`src/sv/icds_pkg.sv`:
```
// ----------------------------------------------------------------------------
// icds_pkg
// Types, widths and constants shared by the I2C clock divider search block.
// ----------------------------------------------------------------------------
package icds_pkg;

  localparam int CLK_W  = 28;  // input clock in hertz
  localparam int TGT_W  = 20;  // requested SCL rate
  localparam int TGTC_W = 19;  // clamped target, at most 384600
  localparam int DSR_W  = 25;  // widest divisor: 22 * target
  localparam int CAND_W = 24;  // base quotient and candidate
  localparam int DA_W   = 2;
  localparam int DB_W   = 6;
  localparam int CNT_W  = 5;   // divider step counter

  localparam logic [TGTC_W-1:0] TGT_CLAMP  = 19'd384600;
  localparam logic [TGT_W-1:0]  BAND_HI    = 20'd100000;
  localparam logic [TGT_W-1:0]  BAND_LO    = 20'd90000;
  localparam logic [TGTC_W-1:0] BAND_SET   = 19'd90000;
  localparam logic [4:0]        SCL_K      = 5'd22;
  localparam logic [CLK_W-1:0]  A_Q_MAX    = 28'd4;   // quotient above this gives A > 3
  localparam logic [CLK_W-1:0]  CLK_RESET  = 28'd111111111;

  typedef enum logic [3:0] {
    S_IDLE,
    S_BASE_GO,
    S_BASE_WAIT,
    S_REM_GO,
    S_REM_WAIT,
    S_A_GO,
    S_A_WAIT,
    S_RATE_GO,
    S_RATE_WAIT,
    S_NEXT_B,
    S_CAND_END,
    S_DONE
  } state_t;

  typedef struct packed {
    logic             start;
    logic [CLK_W-1:0] dividend;
    logic [DSR_W-1:0] divisor;
  } div_req_t;

  typedef struct packed {
    logic             done;
    logic [CLK_W-1:0] quotient;
    logic [DSR_W-1:0] remainder;
  } div_rsp_t;

  // Clamp the request: cap at the fast-mode limit, pull the band just
  // above 90 kHz down to 90 kHz.
  function automatic logic [TGTC_W-1:0] clamp_target(input logic [TGT_W-1:0] tgt);
    logic [TGTC_W-1:0] res;
    if (tgt > {1'b0, TGT_CLAMP}) begin
      res = TGT_CLAMP;
    end else if (tgt <= BAND_HI && tgt > BAND_LO) begin
      res = BAND_SET;
    end else begin
      res = tgt[TGTC_W-1:0];
    end
    return res;
  endfunction

endpackage

```
`src/sv/i2c_clock_divider_search.sv`:
```
// ----------------------------------------------------------------------------
// i2c_clock_divider_search
// Finds the two-stage SCL divider pair closest to a requested rate.
// ----------------------------------------------------------------------------
// Write the controller input clock in hertz through cfg_wr_en/cfg_wr_data
// while the block is idle; reset loads 111111111.
// Raise start with in_target_scl_hz; the request is taken when busy is low.
// busy stays high until the result has been shown. The result appears on
// out_divider_a, out_divider_b, out_pair_found and out_fail for exactly one
// cycle, marked by out_valid, and the receiver must take it then.
// A zero target reports in the cycle after the request. Otherwise every
// division runs on one shared restoring divider. Each B step runs one
// division when A would exceed 3 and two when the rate is computed, with
// at most two candidates of 64 B steps each. One request at a time.
// Reset returns the sequencer to idle and drops any request in progress.
// ----------------------------------------------------------------------------
module i2c_clock_divider_search #(
  parameter int B_STEPS = 64
) (
  input  logic                           clk,
  input  logic                           rst_n,
  input  logic                           cfg_wr_en,
  input  logic [icds_pkg::CLK_W-1:0]     cfg_wr_data,
  input  logic                           start,
  output logic                           busy,
  input  logic [icds_pkg::TGT_W-1:0]     in_target_scl_hz,
  output logic                           out_valid,
  output logic [icds_pkg::DA_W-1:0]      out_divider_a,
  output logic [icds_pkg::DB_W-1:0]      out_divider_b,
  output logic                           out_pair_found,
  output logic                           out_fail
);

  localparam logic [icds_pkg::DB_W-1:0] B_LAST = icds_pkg::DB_W'(B_STEPS - 1);

  icds_pkg::state_t               state_r, state_nxt;
  logic [icds_pkg::CLK_W-1:0]     clk_hz_r;
  logic [icds_pkg::TGT_W-1:0]     tgt_r, tgt_nxt;
  logic [icds_pkg::TGTC_W-1:0]    tgtc_r, tgtc_nxt;
  logic [icds_pkg::CAND_W-1:0]    base_r, base_nxt;
  logic [icds_pkg::CAND_W-1:0]    cand_r, cand_nxt;
  logic                           two_r, two_nxt;
  logic [icds_pkg::DA_W-1:0]      a_r, a_nxt;
  logic [icds_pkg::DB_W-1:0]      b_r, b_nxt;
  logic [icds_pkg::DA_W-1:0]      ca_r, ca_nxt;
  logic [icds_pkg::DB_W-1:0]      cb_r, cb_nxt;
  logic [icds_pkg::TGTC_W-1:0]    loop_err_r, loop_err_nxt;
  logic [icds_pkg::TGTC_W-1:0]    best_err_r, best_err_nxt;
  logic [icds_pkg::DA_W-1:0]      best_a_r, best_a_nxt;
  logic [icds_pkg::DB_W-1:0]      best_b_r, best_b_nxt;
  logic                           found_r, found_nxt;
  logic                           fail_r, fail_nxt;

  icds_pkg::div_req_t             div_req;
  icds_pkg::div_rsp_t             div_rsp;

  logic [2:0]                     a_p1;
  logic [6:0]                     b_p1;
  logic [9:0]                     ab;
  logic [12:0]                    rate_dsr;
  logic [icds_pkg::DSR_W-1:0]     tgt22;
  logic [icds_pkg::DSR_W-1:0]     tgtc22;
  logic [icds_pkg::CLK_W-1:0]     tgtc_ext;
  logic [icds_pkg::CLK_W-1:0]     err;
  logic [icds_pkg::CLK_W-1:0]     q;

  icds_divider u_div (
    .clk   (clk),
    .rst_n (rst_n),
    .req   (div_req),
    .rsp   (div_rsp)
  );

  always_ff @(posedge clk) begin
    if (!rst_n) begin
      clk_hz_r <= icds_pkg::CLK_RESET;
    end else if (cfg_wr_en) begin
      clk_hz_r <= cfg_wr_data;
    end
  end

  always_comb begin
    a_p1     = {1'b0, a_r} + 3'd1;
    b_p1     = {1'b0, b_r} + 7'd1;
    ab       = 10'(a_p1) * 10'(b_p1);
    rate_dsr = 13'(ab) * 13'(icds_pkg::SCL_K);
    tgt22    = icds_pkg::DSR_W'(tgt_r) * icds_pkg::DSR_W'(icds_pkg::SCL_K);
    tgtc22   = icds_pkg::DSR_W'(tgtc_r) * icds_pkg::DSR_W'(icds_pkg::SCL_K);
    tgtc_ext = icds_pkg::CLK_W'(tgtc_r);
    q        = div_rsp.quotient;
    err      = (q > tgtc_ext) ? (q - tgtc_ext) : (tgtc_ext - q);

    state_nxt    = state_r;
    tgt_nxt      = tgt_r;
    tgtc_nxt     = tgtc_r;
    base_nxt     = base_r;
    cand_nxt     = cand_r;
    two_nxt      = two_r;
    a_nxt        = a_r;
    b_nxt        = b_r;
    ca_nxt       = ca_r;
    cb_nxt       = cb_r;
    loop_err_nxt = loop_err_r;
    best_err_nxt = best_err_r;
    best_a_nxt   = best_a_r;
    best_b_nxt   = best_b_r;
    found_nxt    = found_r;
    fail_nxt     = fail_r;

    div_req.start    = 1'b0;
    div_req.dividend = clk_hz_r;
    div_req.divisor  = tgt22;

    case (state_r)
      icds_pkg::S_IDLE: begin
        if (start) begin
          tgt_nxt    = in_target_scl_hz;
          tgtc_nxt   = icds_pkg::clamp_target(in_target_scl_hz);
          best_a_nxt = '0;
          best_b_nxt = '0;
          found_nxt  = 1'b0;
          if (in_target_scl_hz == '0) begin
            fail_nxt  = 1'b1;
            state_nxt = icds_pkg::S_DONE;
          end else begin
            fail_nxt  = 1'b0;
            state_nxt = icds_pkg::S_BASE_GO;
          end
        end
      end
      icds_pkg::S_BASE_GO: begin
        div_req.start = 1'b1;
        state_nxt     = icds_pkg::S_BASE_WAIT;
      end
      icds_pkg::S_BASE_WAIT: begin
        if (div_rsp.done) begin
          base_nxt = q[icds_pkg::CAND_W-1:0];
          if (q == '0) begin
            fail_nxt  = 1'b1;
            state_nxt = icds_pkg::S_DONE;
          end else begin
            state_nxt = icds_pkg::S_REM_GO;
          end
        end
      end
      icds_pkg::S_REM_GO: begin
        div_req.start   = 1'b1;
        div_req.divisor = tgtc22;
        state_nxt       = icds_pkg::S_REM_WAIT;
      end
      icds_pkg::S_REM_WAIT: begin
        if (div_rsp.done) begin
          // a remainder in the clamped division adds base + 1 as a second candidate
          two_nxt      = (div_rsp.remainder != '0);
          cand_nxt     = base_r;
          b_nxt        = '0;
          loop_err_nxt = tgtc_r;
          best_err_nxt = tgtc_r;
          state_nxt    = icds_pkg::S_A_GO;
        end
      end
      icds_pkg::S_A_GO: begin
        div_req.start    = 1'b1;
        div_req.dividend = icds_pkg::CLK_W'(cand_r);
        div_req.divisor  = icds_pkg::DSR_W'(b_p1);
        state_nxt        = icds_pkg::S_A_WAIT;
      end
      icds_pkg::S_A_WAIT: begin
        if (div_rsp.done) begin
          if (q > icds_pkg::A_Q_MAX) begin
            state_nxt = icds_pkg::S_NEXT_B;
          end else begin
            a_nxt     = (q == '0) ? '0 : icds_pkg::DA_W'(q - 1'b1);
            state_nxt = icds_pkg::S_RATE_GO;
          end
        end
      end
      icds_pkg::S_RATE_GO: begin
        div_req.start   = 1'b1;
        div_req.divisor = icds_pkg::DSR_W'(rate_dsr);
        state_nxt       = icds_pkg::S_RATE_WAIT;
      end
      icds_pkg::S_RATE_WAIT: begin
        if (div_rsp.done) begin
          // strict compare keeps the earliest B on a tie
          if (icds_pkg::CLK_W'(loop_err_r) > err) begin
            loop_err_nxt = err[icds_pkg::TGTC_W-1:0];
            ca_nxt       = a_r;
            cb_nxt       = b_r;
          end
          state_nxt = icds_pkg::S_NEXT_B;
        end
      end
      icds_pkg::S_NEXT_B: begin
        if (b_r == B_LAST) begin
          state_nxt = icds_pkg::S_CAND_END;
        end else begin
          b_nxt     = b_r + 1'b1;
          state_nxt = icds_pkg::S_A_GO;
        end
      end
      icds_pkg::S_CAND_END: begin
        if (loop_err_r < best_err_r) begin
          best_err_nxt = loop_err_r;
          best_a_nxt   = ca_r;
          best_b_nxt   = cb_r;
          found_nxt    = 1'b1;
        end
        if (two_r && cand_r == base_r) begin
          cand_nxt     = base_r + 1'b1;
          b_nxt        = '0;
          loop_err_nxt = tgtc_r;
          state_nxt    = icds_pkg::S_A_GO;
        end else begin
          state_nxt = icds_pkg::S_DONE;
        end
      end
      icds_pkg::S_DONE: begin
        state_nxt = icds_pkg::S_IDLE;
      end
      default: begin
        state_nxt = icds_pkg::S_IDLE;
      end
    endcase
  end

  always_ff @(posedge clk) begin
    if (!rst_n) begin
      state_r <= icds_pkg::S_IDLE;
    end else begin
      state_r <= state_nxt;
    end
  end

  always_ff @(posedge clk) begin
    tgt_r      <= tgt_nxt;
    tgtc_r     <= tgtc_nxt;
    base_r     <= base_nxt;
    cand_r     <= cand_nxt;
    two_r      <= two_nxt;
    a_r        <= a_nxt;
    b_r        <= b_nxt;
    ca_r       <= ca_nxt;
    cb_r       <= cb_nxt;
    loop_err_r <= loop_err_nxt;
    best_err_r <= best_err_nxt;
    best_a_r   <= best_a_nxt;
    best_b_r   <= best_b_nxt;
    found_r    <= found_nxt;
    fail_r     <= fail_nxt;
  end

  assign busy           = (state_r != icds_pkg::S_IDLE);
  assign out_valid      = (state_r == icds_pkg::S_DONE);
  assign out_divider_a  = best_a_r;
  assign out_divider_b  = best_b_r;
  assign out_pair_found = found_r;
  assign out_fail       = fail_r;

endmodule

```
`src/sv/icds_divider.sv`:
```
// ----------------------------------------------------------------------------
// icds_divider
// Restoring integer divider, one quotient bit per cycle.
// ----------------------------------------------------------------------------
module icds_divider (
  input  logic               clk,
  input  logic               rst_n,
  input  icds_pkg::div_req_t req,
  output icds_pkg::div_rsp_t rsp
);

  logic                          busy_r, busy_nxt;
  logic                          done_r, done_nxt;
  logic [icds_pkg::CNT_W-1:0]    cnt_r, cnt_nxt;
  logic [icds_pkg::CLK_W-1:0]    dvd_r, dvd_nxt;
  logic [icds_pkg::DSR_W-1:0]    dsr_r, dsr_nxt;
  logic [icds_pkg::DSR_W-1:0]    rem_r, rem_nxt;
  logic [icds_pkg::DSR_W:0]      rem_sh;
  logic [icds_pkg::DSR_W:0]      diff;
  logic                          fits;

  always_comb begin
    rem_sh   = {rem_r, dvd_r[icds_pkg::CLK_W-1]};
    diff     = rem_sh - {1'b0, dsr_r};
    fits     = (rem_sh >= {1'b0, dsr_r});
    busy_nxt = busy_r;
    done_nxt = 1'b0;
    cnt_nxt  = cnt_r;
    dvd_nxt  = dvd_r;
    dsr_nxt  = dsr_r;
    rem_nxt  = rem_r;
    if (req.start) begin
      busy_nxt = 1'b1;
      cnt_nxt  = icds_pkg::CNT_W'(icds_pkg::CLK_W);
      dvd_nxt  = req.dividend;
      dsr_nxt  = req.divisor;
      rem_nxt  = '0;
    end else if (busy_r) begin
      // shift in the next dividend bit, subtract when it fits
      rem_nxt = fits ? diff[icds_pkg::DSR_W-1:0] : rem_sh[icds_pkg::DSR_W-1:0];
      dvd_nxt = {dvd_r[icds_pkg::CLK_W-2:0], fits};
      cnt_nxt = cnt_r - 1'b1;
      if (cnt_r == icds_pkg::CNT_W'(1)) begin
        busy_nxt = 1'b0;
        done_nxt = 1'b1;
      end
    end
  end

  always_ff @(posedge clk) begin
    if (!rst_n) begin
      busy_r <= 1'b0;
      done_r <= 1'b0;
      cnt_r  <= '0;
    end else begin
      busy_r <= busy_nxt;
      done_r <= done_nxt;
      cnt_r  <= cnt_nxt;
    end
  end

  always_ff @(posedge clk) begin
    dvd_r <= dvd_nxt;
    dsr_r <= dsr_nxt;
    rem_r <= rem_nxt;
  end

  assign rsp.done      = done_r;
  assign rsp.quotient  = dvd_r;
  assign rsp.remainder = rem_r;

endmodule

```
`config.mk`:
```
export PLATFORM = sky130hd
export DESIGN_NAME = i2c_clock_divider_search
export DESIGN_NICKNAME = d
export VERILOG_FILES = /design/src/sv/icds_pkg.sv /design/src/sv/i2c_clock_divider_search.sv /design/src/sv/icds_divider.sv
export SDC_FILE = /design/constraint.sdc
export NUM_CORES = 1
export LEC_CHECK = 0
export ABC_AREA = 1
export BUFFER_PORTS_ARGS = -buffer_cell sky130_fd_sc_hd__buf_2
export CORE_MARGIN = 8
export CORE_UTILIZATION = 45
export DETAILED_ROUTE_END_ITERATION = 12
export GPL_TIMING_DRIVEN = 0
export SLEW_MARGIN = 20
export SYNTH_ARGS = -nofsm -noshare
export SYNTH_HDL_FRONTEND = slang
export SYNTH_SLANG_ARGS = --single-unit
```
`constraint.sdc`:
```
create_clock -name clk -period 4.83 [get_ports clk]
set_clock_uncertainty 0.05 [all_clocks]
set_input_delay 0.7245 -clock clk [delete_from_list [all_inputs] [get_ports clk]]
set_output_delay 0.7245 -clock clk [all_outputs]
set_load 0.05 [all_outputs]
```
==> impl_metrics.json <==
{
  "portBuffers": 63,
  "fmax_mhz": 196,
  "gr-usage-met1": 0.365,
  "max_stage_delay_ns": 0.50,
  "viasPerCell": 5.36,
  "die_w_um": 236,
  "routed_wl_mm": 70.7,
  "antenna_cells": 0,
  "synth_area_um2": 21900,
  "power_leakage_nw": 11.7,
  "dpl.hpwl_mm": 57.6,
  "dieArea_um2": 55900,
  "grt_most_used_layer": "met1",
  "status": "complete, but fails checks",
  "cts_hold_buffers": 0,
  "dp.cells": 3503,
  "grt_max_degree": 38,
  "numCtsBuffers": 34,
  "slew_violations": 0,
  "ios": 64,
  "die_y_um": 236,
  "violations": "setup timing",
  "cp_data_arrival_time_ns": 5.34,
  "path_max_fanout": 4,
  "dr.first_iter.drc_count": 1679,
  "area_delta_synth_final_pct": 15.5,
  "synth_edf_count": 205,
  "cts_sinks": 269,
  "ys_seq_elements": 269,
  "ys_seq_area_frac": 0.340,
  "synthCells": 2822,
  "crit_type": "register to register",
  "path_common_cell": "inv_2",
  "yosysTopAreaCellShare": 0.282,
  "timing.final.setup_violations": 3,
  "vias": 19500,
  "powerDensity_nw_per_um2": 722,
  "layout.nets": 3313,
  "grt_pass1_wl_mm": 108,
  "clockRootBuffer": "clkbuf_16",
  "grtUsageMet3": 0.0414,
  "synth_flop_cell": "edfxtp_1",
  "drt_first_pass_iters": 5,
  "syn_area_per_cell_um2": 7.74,
  "initial_core_util": 0.457,
  "fin_tns_setup_ns": -0.624,
  "layout.cells.non_filler": 3629,
  "worst_slack_ns": -0.271,
  "start_kind": "register",
  "clk_pin_slew_worst_paths_ns": 0.07,
  "clock_path_buffers": 3,
  "synthArstFlopShare": 0,
  "overflow": 0,
  "layout_min_cycle_time_ns": 5.10,
  "ys_warn_count": 0,
  "cp.required_ns": 5.07,
  "insertion_delay_ns": 0.55,
  "core_um2": 47800,
  "htreeDepth": 2,
  "drc_errors": 0,
  "cp-end-kind": "register",
  "grt_pass1_vias": 18900,
  "track_usage": 0.247,
  "ant_nets": 0,
  "worst-slew-pin-transition_ns": 0.961,
  "min_path_type": "primary input to register",
  "syn_nets": 3145,
  "antenna_found_initial": 2,
  "wl_per_cell_um": 19.5,
  "synth_area_leaders": "edfxtp_1 (28%), ha_1 (13%), nand2_1 (11%), inv_1 (9.1%), dfxtp_1 (5.9%)",
  "holdWs_ns": 0.333,
  "gp_congestion": 0.949,
  "ys_types": 64,
  "grt_use_met2": 0.364,
  "yosys.area.top_type": "edfxtp_1",
  "fin_crit_sh": 1.06,
  "slew_headroom": 0.359,
  "drive_gt1_frac": 0.125,
  "cts_tree": "yes",
  "maxCapViolCount": 0,
  "slowest_stage": "fa_1",
  "ir_drop_mv": 0.346,
  "row_count": 80,
  "hold_viol": 0,
  "rsz0062_at_grt": "true"
}
==> synth_stat cells, drive strengths merged (2+ instances only) <==
cell type  count
inv          542
o22ai         12
o221ai         4
xnor2         30
o21a           3
nor3b          2
a31oi         24
edfxtp       205
fa            49
a21oi        172
xor2          64
clkinv         2
o211ai        35
or2           13
nand4         52
nor2         254
nand3b         2
dfxtp         64
o311ai         2
o2111ai        4
ha           222
o21bai         6
nand3        107
a21o           6
clkbuf        23
a211oi         7
nor3          36
a221oi         2
nand2        626
a21boi         5
buf           23
nor4          17
o21ai        199
o31ai          2
==> routing by layer <==
| metal | vias up | wire, um |
|---|---|---|
| met5 | - | 0 |
| met4 | 0 | 1930 |
| met3 | 99 | 5730 |
| met2 | 662 | 29100 |
| met1 | 9086 | 34000 |
| li1 | 9616 | - |
==> flip-flops by register name (all words and copies together), names as in the netlist, 2 cells and up <==
name / flops
loop_err_r: 19
base_r: 24
out_divider_a: 2
u_div.cnt_r: 5
cand_r: 24
a_r: 2
ca_r: 2
clk_hz_r: 28
cb_r: 6
u_div.dsr_r: 25
u_div.dvd_r: 28
state_r: 4
tgtc_r: 19
out_divider_b: 6
b_r: 6
tgt_r: 20
u_div.rem_r: 25
best_err_r: 19
==> kinds of logic (layout without fill, tap and decap cells) <==
logic type,count (synthesis),count (layout),synth area share
compound gates,488,488,0.127
xor+xnor,94,94,0.0380
fa+ha+maj,271,271,0.172
buf+inv,590,782,0.104
flops,269,269,0.340
mux,1,1,0.000458
simple gates,1109,1109,0.218
==> through the flow <==
| stage | util | area, um2 | setup slack, ns | power [W] |
|---|---|---|---|---|
| after detailed placement | 0.482 | 23100 | -0.737 | 0.0148 |
| final | 0.528 | 25200 | -0.271 | 0.0182 |
| after global routing | 0.528 | 25200 | -0.536 | 0.0198 |
| after floorplan | - | 21900 | -0.00113 | 0.0115 |
| after global placement | 0.480 | 23000 | -1.01 | 0.0146 |
| after CTS | 0.513 | 24500 | -0.239 | 0.0176 |
==> cell usage in the layout (no fill, tap or decap), types with 52 or more instances in the layout <==
cell type	n
a21oi_1	163
buf_2	70
buf_4	68
dfxtp_1	64
edfxtp_1	205
ha_1	193
inv_1	501
nand2_1	610
nand3_1	98
nand4_1	52
nor2_1	226
o21ai_0	154
xor2_1	58
==> power breakdown <==
part / internal (W) / total, W / switching (W)
Clock: 0.00150 / 0.00255 / 0.00105
Combinational: 0.00407 / 0.0117 / 0.00759
Sequential: 0.00344 / 0.00403 / 0.000586
==> repair_timing <==
item | in CTS | in global routing
gates resized for setup | 46 | 74
pin swaps | 12 | 26
cloned | 0 | 2
buffers inserted | 23 | 43
endpoints found under the setup margin | 33 | 33
hold endpoints to repair | 0 | 0
==> critical path, delay by kind of cell, from the launching register on <==
kind | cells | cell delay, ns
compound gates | 5 | 0.86
xor+xnor | 1 | 0.18
fa+ha+maj | 7 | 2.22
buf+inv | 9 | 0.59
flops | 1 | 0.44
simple gates | 6 | 0.50
==> layout make-up <==
type | instances | area, um2
clock buffers | 44 | 910
multi-input cells | 1963 | 12700
flip-flops and latches | 269 | 7440
well taps | 615 | 769
fillers | 4601 | 22600
inverters | 544 | 2050
clock inverters | 16 | 183
plain buffers | 44 | 234
repair buffers | 134 | 928
==> path summary, 6_finish.rpt <==
check | from | to | slack (ns) | cells after the start
max | b_r[0] | u_div.dsr_r[12] | -0.27 | 28
min | cfg_wr_data[23] | clk_hz_r[23] | 0.33 | 3
max reg2reg | b_r[0] | u_div.dsr_r[12] | -0.27 | 28
min reg2reg | u_div.cnt_r[1] | u_div.cnt_r[1] | 0.44 | 2
Power figures use the tool's default switching activity.
